[config.mk]
export PLATFORM = sky130hd
export DESIGN_NAME = ibm_zero_find
export DESIGN_NICKNAME = d
export VERILOG_FILES = /design/src/design/ibm_pkg.sv /design/src/design/ibm_zero_find.sv
export SDC_FILE = /design/constraint.sdc
export NUM_CORES = 1
export LEC_CHECK = 0
export BUFFER_PORTS_ARGS = -buffer_cell sky130_fd_sc_hd__buf_4
export CAP_MARGIN = 25
export CORE_MARGIN = 4
export CORE_UTILIZATION = 30
export DETAILED_ROUTE_END_ITERATION = 16
export GPL_ROUTABILITY_DRIVEN = 0
export PLACE_DENSITY = 0.55
export SETUP_SLACK_MARGIN = 0.02
export SLEW_MARGIN = 5
export SYNTH_ARGS = -nofsm -noshare
export SYNTH_HDL_FRONTEND = slang
export SYNTH_SLANG_ARGS = --single-unit
[constraint.sdc]
create_clock -name vclk -period 3.7
set_clock_uncertainty 0.2 [all_clocks]
set_input_delay 0.74 -clock vclk [all_inputs]
set_output_delay 0.74 -clock vclk [all_outputs]
set_load 0.05 [all_outputs]
[src/design/ibm_pkg.sv]
// ----------------------------------------------------------------------------
// ibm_pkg
// shared constants, codes and types for the inode bitmap allocator
// ----------------------------------------------------------------------------
package ibm_pkg;

  localparam int MAX_ENTRIES = 8192;
  localparam int WORD_W      = 64;
  localparam int NUM_WORDS   = MAX_ENTRIES / WORD_W;
  localparam int ADDR_W      = $clog2(NUM_WORDS);
  localparam int BIT_W       = $clog2(WORD_W);
  localparam int LOCAL_W     = 13;
  localparam int SIZE_W      = 14;
  localparam int GROUP_W     = 16;
  localparam int GIDX_W      = 29;
  localparam int PROD_W      = SIZE_W + GROUP_W;
  localparam int IN_DATA_W   = 16;
  localparam int OUT_DATA_W  = 48;
  localparam int CFG_ADDR_W  = 3;
  localparam int CFG_DATA_W  = 32;

  localparam logic [SIZE_W-1:0] MAX_SIZE = SIZE_W'(MAX_ENTRIES);

  typedef enum logic [1:0] {
    MODE_ALLOC = 2'd0,
    MODE_CLAIM = 2'd1,
    MODE_QUERY = 2'd2,
    MODE_NOP   = 2'd3
  } mode_t;

  typedef enum logic [1:0] {
    STAT_OK    = 2'd0,
    STAT_FAIL  = 2'd1,
    STAT_RANGE = 2'd2
  } status_t;

  localparam logic REG_SIZE  = 1'b0;
  localparam logic REG_GROUP = 1'b1;

  typedef logic [ADDR_W-1:0] word_addr_t;
  typedef logic [WORD_W-1:0] map_word_t;

endpackage

[src/design/ibm_zero_find.sv]
// ----------------------------------------------------------------------------
// ibm_zero_find
// lowest clear bit of one map word, isolated by a two's complement trick
// ----------------------------------------------------------------------------
module ibm_zero_find
  import ibm_pkg::*;
(
  input  map_word_t        word,
  output logic             found,
  output logic [BIT_W-1:0] pos
);

  map_word_t        inv;
  map_word_t        iso;
  logic [BIT_W-1:0] pos_v;

  assign inv   = ~word;
  assign iso   = inv & (~inv + map_word_t'(1));
  assign found = |inv;

  always_comb begin
    pos_v = '0;
    for (int i = 0; i < WORD_W; i++) begin
      if (iso[i]) begin
        pos_v = pos_v | BIT_W'(i);
      end
    end
  end

  assign pos = pos_v;

endmodule

==> results of run 1 <==
-- routing by layer --
layer  global-route usage [%]  part of all wire, %
met1                     30.8                   45
met2                     31.6                   44
met4                     3.74                  1.2
met3                     3.04                   10
met5                        0                    0
-- worst paths after layout --
kind	start	to
hold / removal	word[62]	found
setup / recovery	word[10]	pos[2]
-- layout make-up --
cell class	count	share of cell area, %
Tap cell	52	2.84
Inverter	11	1.80
Multi-Input combinational cell	219	63.8
Timing Repair Buffer	95	31.6
-- kinds of logic (layout without fill, tap and decap cells) --
logic type	after synthesis	count (layout)	share of synthesized area, %
and+or+nand+nor	164	164	69.0
AOI/OAI and AO/OA	55	55	28.1
buffers and inverters	11	106	2.89
-- power by group --
part           leakage [µW]  switching (µW)  total, µW  internal [µW]
clock network             0               0          0              0
registers                 0               0          0              0
logic              0.000905            80.7        153           72.6
-- cell usage in the layout, fill, tap and decap left out, types with 4 or more instances in the layout --
cell type,n
a21oi_1,12
nor2_1,26
nor3_1,11
inv_1,11
nand4b_1,7
nand2_1,31
nand4_4,4
nand2b_1,7
nand4_1,18
o21ai_0,11
nand3_1,19
buf_4,92
nor4_1,9
-- worst min-delay path: cells and delay by family --
kind,cells,cell delay [ps]
buffers and inverters,2,270
and+or+nand+nor,2,200
-- what timing repair did --
action                                  4_1_cts  5_1_grt
cloned                                        0        0
gates resized for setup                       1       14
pin swaps                                     2        3
buffers inserted                              1        4
endpoints found under the setup margin        1        3
-- stage by stage --
stage,TNS [ps],power [µW],hold WS [ps],instance area (µm²)
after floorplan,0,48.6,1680,1430
after global placement,-88.2,147,1750,2170
after detailed placement,-96.4,146,1740,2170
after CTS,0,147,1740,2180
after global routing,-8.40,168,1770,2290
final,0,153,1750,2290
==> flow_summary.json, run 1 <==
{
  "fin_crit_ps": 3610,
  "hp-class": "primary input to output port",
  "slew_viol_final": 0,
  "netlist_area_um2": 1430,
  "post-route-drc-count": 0,
  "place_inst": 372,
  "final-instance-count-excl-fill": 377,
  "critPathMaxFanout": 6,
  "slowest_stage": "nor4_4",
  "chipHeight_um": 77.0,
  "start_util_pct": 32.0,
  "clkbuf_count": 0,
  "max_freq_ghz": 0.277,
  "ioPinCount": 71,
  "global_route_wire_length_before_repair_mm": 10.4,
  "dp.final_hpwl_mm": 5.51,
  "area_growth_syn_to_layout_pct": 60.4,
  "total_of_hold_buffers_inserted_after_clock_tree_synthesis": 0,
  "grt-ovfl-total": 0,
  "ys_seq_area_share_pct": 0,
  "yosysTopAreaCell": "nand2_1",
  "endpoint_kind": "output port",
  "path_cells": "buf_4 -> nand4_1 -> nor4_4 -> buf_6 -> and2_4 -> nand4_1 -> nor4_4 -> nor3_1 -> o2111ai_1 -> buf_4",
  "ir_drop_mv": 0.0321,
  "port-buffer-count": 71,
  "tightest_slew_ps": 468,
  "outcome": "finished, final reports clean",
  "core_area_um2": 4470,
  "num_vias": 2310,
  "final_critical_path_setup_slack_ps": 94.3,
  "post_synth.cell_area_avg_um2": 6.22,
  "crit_buf_inv": 3,
  "finalHoldViolations": 0,
  "relSlewSlack_pct": 68.5,
  "layout.nets": 391,
  "yosysTopAreaCellShare_pct": 8.14,
  "post-route-util_pct": 51.3,
  "layout_worst_path_cycle_share_pct": 97.5,
  "register_area_um2": 0,
  "setup-violations-final": 0,
  "synth_area_leaders": "nand2_1 8.1%, nand4_1 7.9%, nor2_1 7.1%",
  "critical_path_required_ps": 2760,
  "startpoint_type": "primary input",
  "grt_start_max_net_pins": 9,
  "syn-instance-count": 230,
  "die_width_um": 77.0,
  "critical_path_class": "primary input to output port",
  "mappedNetlistNets": 294,
  "cp.arrival_ps": 2670,
  "multi_input_area_um2": 1460,
  "diodes": 0,
  "detail_route.first_pass.iterations": 5,
  "cap_viol_max_count": 0,
  "row_count": 24,
  "ys_warn_count": 0,
  "seq_cell_count": 0,
  "cp_top_family": "simple AND/OR/NAND/NOR gates",
  "fill_cells": 460,
  "timing.critical_path.slowest_cell_delay_ps": 360,
  "drt.antenna.violating_nets": 0,
  "synthDistinctLibCells": 53,
  "p_per_area_nw_per_um2": 66.8,
  "avg_vias_per_cell": 6.13,
  "vias_in_the_first_global_route": 2208,
  "gr-usage-all-layers_pct": 20.7,
  "timing.hold.worst_path_depth": 4,
  "yosys-top-cells-count": "31 x nand2_1, 27 x nor2_1, 19 x nand3_1",
  "cp_num_cells": 10,
  "antenna_found_initial": 0,
  "yosysMostFrequentCell": "nand2_1",
  "dp_worst_setup_slack_ps": -96.4,
  "routed_wire_length_per_instance_um": 17.1,
  "die_area_um2": 5940,
  "detailedRoute.firstIterationViolations": 207,
  "drt-total-wl_mm": 6.43,
  "drive_above_1_share_pct": 37.8,
  "power_leakage_uw": 0.000905
}
Power figures use the tool's default switching activity.
==> inputs of run 2 (changes only) <==
Settings changed: GPL_TIMING_DRIVEN set to 0.
==> run 2 against run 1 <==
Net effect: count of clock-buffer cells in the layout is the same; maximum frequency grew 0.76%; utilization shrank 2.5 points; power is 1.9% lower; sequential share of layout area did not move; flip-flop and latch count unchanged; die area unchanged; critical path depth fell by 1; non-clock buffer count decreased by 17.
==> flow_summary.json, run 2 (same netlist as run 1, synthesis figures left out) <==
{
  "outcome": "finished, final reports clean",
  "path_cells": "buf_4 -> nand4_1 -> nor2_2 -> nand3_2 -> nor2_1 -> a41oi_2 -> o2111a_1 -> nand3_1 -> buf_4",
  "post-route-drc-count": 0,
  "diodes": 0,
  "grt_use_met1_pct": 29.7,
  "antenna_found_initial": 0,
  "setup-violations-final": 0,
  "cp.arrival_ps": 2640,
  "register_area_um2": 0,
  "drive_above_1_share_pct": 36.0,
  "row_count": 24,
  "num_vias": 2246,
  "global_route_wire_length_before_repair_mm": 9.80,
  "fin_crit_ps": 3580,
  "die_area_um2": 5940,
  "avg_vias_per_cell": 6.24,
  "seq_cell_count": 0,
  "area_growth_syn_to_layout_pct": 52.7,
  "final_common_cell": "buf_4",
  "crit_buf_inv": 2,
  "critical_path_class": "primary input to output port",
  "layout.nets": 374,
  "core_area_um2": 4470,
  "critPathMaxFanout": 7,
  "slowest_stage": "nor2_2",
  "ir_drop_mv": 0.0334,
  "routed_wire_length_per_instance_um": 17.8,
  "tightest_slew_ps": 591,
  "mostFrequentLayoutCells": "77 x buf_4, 31 x nand2_1, 26 x nor2_1, 18 x nand3_1, 18 x nand4_1",
  "hp-class": "primary input to output port",
  "critical_path_required_ps": 2760,
  "gr-usage-all-layers_pct": 19.4,
  "die_width_um": 77.0,
  "timing.critical_path.slowest_cell_delay_ps": 360,
  "p_per_area_nw_per_um2": 68.8,
  "port-buffer-count": 71,
  "startpoint_type": "primary input",
  "placed_cell_area_um2": 2030,
  "critPathMostFrequentCell": "buf_4",
  "chipHeight_um": 77.0,
  "vias_in_the_first_global_route": 2001,
  "slew_viol_final": 0,
  "grt.met2_usage_pct": 30.8,
  "power_uw": 150,
  "detail_route.first_pass.iterations": 5,
  "grt-busiest-layer": "met2",
  "endpoint_kind": "output port",
  "grt-ovfl-total": 0,
  "drt-total-wl_mm": 6.39,
  "tns_ps": 0,
  "cap_viol_max_count": 0,
  "power_leakage_uw": 0.000827,
  "place_inst": 353,
  "multi_input_area_um2": 1490,
  "grtUsageMet3_pct": 1.64,
  "drt.antenna.violating_nets": 0,
  "clkbuf_count": 0,
  "fin_area_um2": 2180,
  "fill_cells": 494,
  "dp.final_hpwl_mm": 5.22,
  "grt_start_max_net_pins": 11,
  "relSlewSlack_pct": 60.3,
  "start_util_pct": 32.0,
  "final-instance-count-excl-fill": 360,
  "max_freq_ghz": 0.279,
  "ioPinCount": 71,
  "finalHoldViolations": 0,
  "cp_top_family": "simple AND/OR/NAND/NOR gates",
  "detailedRoute.firstIterationViolations": 251,
  "hold_ws_ps": 1760,
  "layout_worst_path_cycle_share_pct": 96.7
}
-- run 2: routing by layer --
layer	share of wire, %	wire length [µm]	vias up
li1	-	-	1094
met1	46	2940	1033
met2	46	2940	115
met3	7.7	493	4
met4	0.34	22	0
met5	0	0	-
-- run 2: what timing repair did --
action                     in CTS  in global routing
hold buffers                    0                  0
pin swaps                       1                  7
gates resized for setup         3                 15
setup endpoints to repair       5                  6
buffers inserted                3                  4
hold endpoints to repair        0                  0
-- run 2: final cells by class --
type	instances	area share [%]
well taps	52	2.98
repair buffers	78	27.0
inverters	11	1.89
multi-input cells	219	68.1
-- run 2: worst paths after layout --
path / startpoint / end / slack [ps] / cells past startpoint
worst max-delay path: word[18] / pos[3] / 120 / 9
worst min-delay path: word[62] / found / 1760 / 4
-- run 2: report_power, final --
| group | internal [µW] | switching, µW | total (µW) | leakage (µW) |
|---|---|---|---|---|
| clock network | 0 | 0 | 0 | 0 |
| registers | 0 | 0 | 0 | 0 |
| logic | 69.4 | 80.9 | 150 | 0.000827 |
-- run 2: through the flow --
| step | setup slack [ps] | util [%] |
|---|---|---|
| after CTS | 29.1 | 46.2 |
| after floorplan | 274 | - |
| after global routing | -15.6 | 48.8 |
| after global placement | -76.4 | 45.3 |
| final | 122 | 48.8 |
| after detailed placement | -89.8 | 45.3 |
==> inputs of run 3 (changes only) <==
Settings changed: BUFFER_PORTS_ARGS -buffer_cell sky130_fd_sc_hd__buf_4 to not set, DONT_BUFFER_PORTS set to 1, MAX_ROUTING_LAYER set to met4, PLACE_DENSITY 0.55 to 0.44.
Clock period 3.7 ns to 3.1 ns, I/O delays scaled along.
==> run 3 against run 2 <==
Net effect: the flow now finishes with violations (setup timing); first-iteration DRC count is 2.4% lower; routed wire length is 1.0% higher; via count decreased by 10%; global-route usage increased by 0.80 points; largest cell class unchanged; largest power group unchanged.
==> flow_summary.json, run 3 (same netlist as run 1, synthesis figures left out) <==
{
  "detail_route.first_pass.iterations": 4,
  "chipHeight_um": 77.0,
  "final_common_cell": "nand2_1",
  "drive_above_1_share_pct": 28.3,
  "num_vias": 2021,
  "critPathMaxFanout": 6,
  "setup-violations-final": 5,
  "finalHoldViolations": 0,
  "endpoint_kind": "output port",
  "die_area_um2": 5940,
  "row_count": 24,
  "gr-usage-all-layers_pct": 20.2,
  "post-route-drc-count": 0,
  "place_inst": 282,
  "dp_worst_setup_slack_ps": -438,
  "max_freq_ghz": 0.307,
  "core_area_um2": 4470,
  "avg_vias_per_cell": 6.67,
  "slew_viol_final": 0,
  "total_of_hold_buffers_inserted_after_clock_tree_synthesis": 0,
  "mostFrequentLayoutCells": "29 x nand2_1, 24 x nor2_1, 19 x buf_4, 18 x nand4_1, 15 x nand3_1",
  "start_util_pct": 32.0,
  "clkbuf_count": 0,
  "critical_path_required_ps": 2280,
  "power_leakage_uw": 0.000621,
  "p_per_area_nw_per_um2": 43.7,
  "final-instance-count-excl-fill": 303,
  "fin_crit_ps": 3250,
  "setup_repair_after_global_routing_missed_its_margin": "yes",
  "drt.antenna.violating_nets": 0,
  "grt_start_max_net_pins": 11,
  "critical_path_class": "primary input to output port",
  "die_width_um": 77.0,
  "cap_viol_max_count": 0,
  "holdCritStartpoint": "word[26]",
  "relSlewSlack_pct": 56.6,
  "port-buffer-count": 0,
  "startpoint_type": "primary input",
  "ioPinCount": 71,
  "hold_ws_ps": 1440,
  "vias_in_the_first_global_route": 1843,
  "detailedRoute.firstIterationViolations": 245,
  "grt-ovfl-total": 0,
  "tightest_slew_ps": 649,
  "routed_wire_length_per_instance_um": 21.3,
  "ir_drop_mv": 0.0263,
  "global_route_wire_length_before_repair_mm": 9.70,
  "cp-startpoint": "word[29]",
  "seq_cell_count": 0,
  "antenna_found_initial": 0,
  "final_critical_path_setup_slack_ps": -152,
  "dp.final_hpwl_mm": 5.12,
  "cp.arrival_ps": 2430,
  "register_area_um2": 0,
  "outcome": "complete, but fails checks",
  "hp-class": "primary input to output port",
  "layout.nets": 317,
  "failed_checks": "setup timing",
  "layout_worst_path_cycle_share_pct": 105,
  "drt-total-wl_mm": 6.46,
  "diodes": 0,
  "area_growth_syn_to_layout_pct": 36.7
}
## run 3: timing repair
item                                    4_1_cts  5_1_grt
endpoints found under the setup margin        7        6
gates resized for setup                      27       17
pin swaps                                    13       18
buffers inserted                             15        6
## run 3: worst max-delay path: stages
cell	delay [ps]
nand4_1	200
nor4_4	460
nand2_2	130
nor4_4	430
nor3_2	110
nand4_1	470
## run 3: per-layer routing
| metal | track usage (%) | up-vias | routed length (µm) |
|---|---|---|---|
| li1 | - | 982 | - |
| met1 | 28.6 | 943 | 2850 |
| met2 | 30.4 | 92 | 2900 |
| met3 | 4.92 | 4 | 668 |
| met4 | 1.25 | 0 | 42 |
| met5 | - | - | 0 |
## run 3: per-stage QoR
step | TNS [ps] | instance area (µm²) | util, % | total power, µW
final | -407 | 1960 | 43.7 | 85.5
after global routing | -769 | 1960 | 43.7 | 91.8
after CTS | -364 | 1810 | 40.4 | 78.8
after detailed placement | -2030 | 1530 | 34.2 | 71.6
after global placement | -2250 | 1530 | 34.2 | 72.3
after floorplan | -13.6 | 1470 | - | 59.1
## run 3: where the power goes
part	switching, µW	total (µW)	internal [µW]
sequential	0	0	0
clock	0	0	0
combinational	53.1	85.5	32.5
## run 3: final timing paths
kind,end,slack [ps],depth (start not counted)
hold / removal,pos[3],1440,3
setup / recovery,pos[4],-150,6
## run 3: area by class of cell
| type | count | area (µm²) |
|---|---|---|
| fill | 482 | 2520 |
| inverter | 11 | 41.3 |
| multi-input combinational | 219 | 1680 |
| tap | 52 | 65.1 |
| timing repair buffer | 21 | 165 |
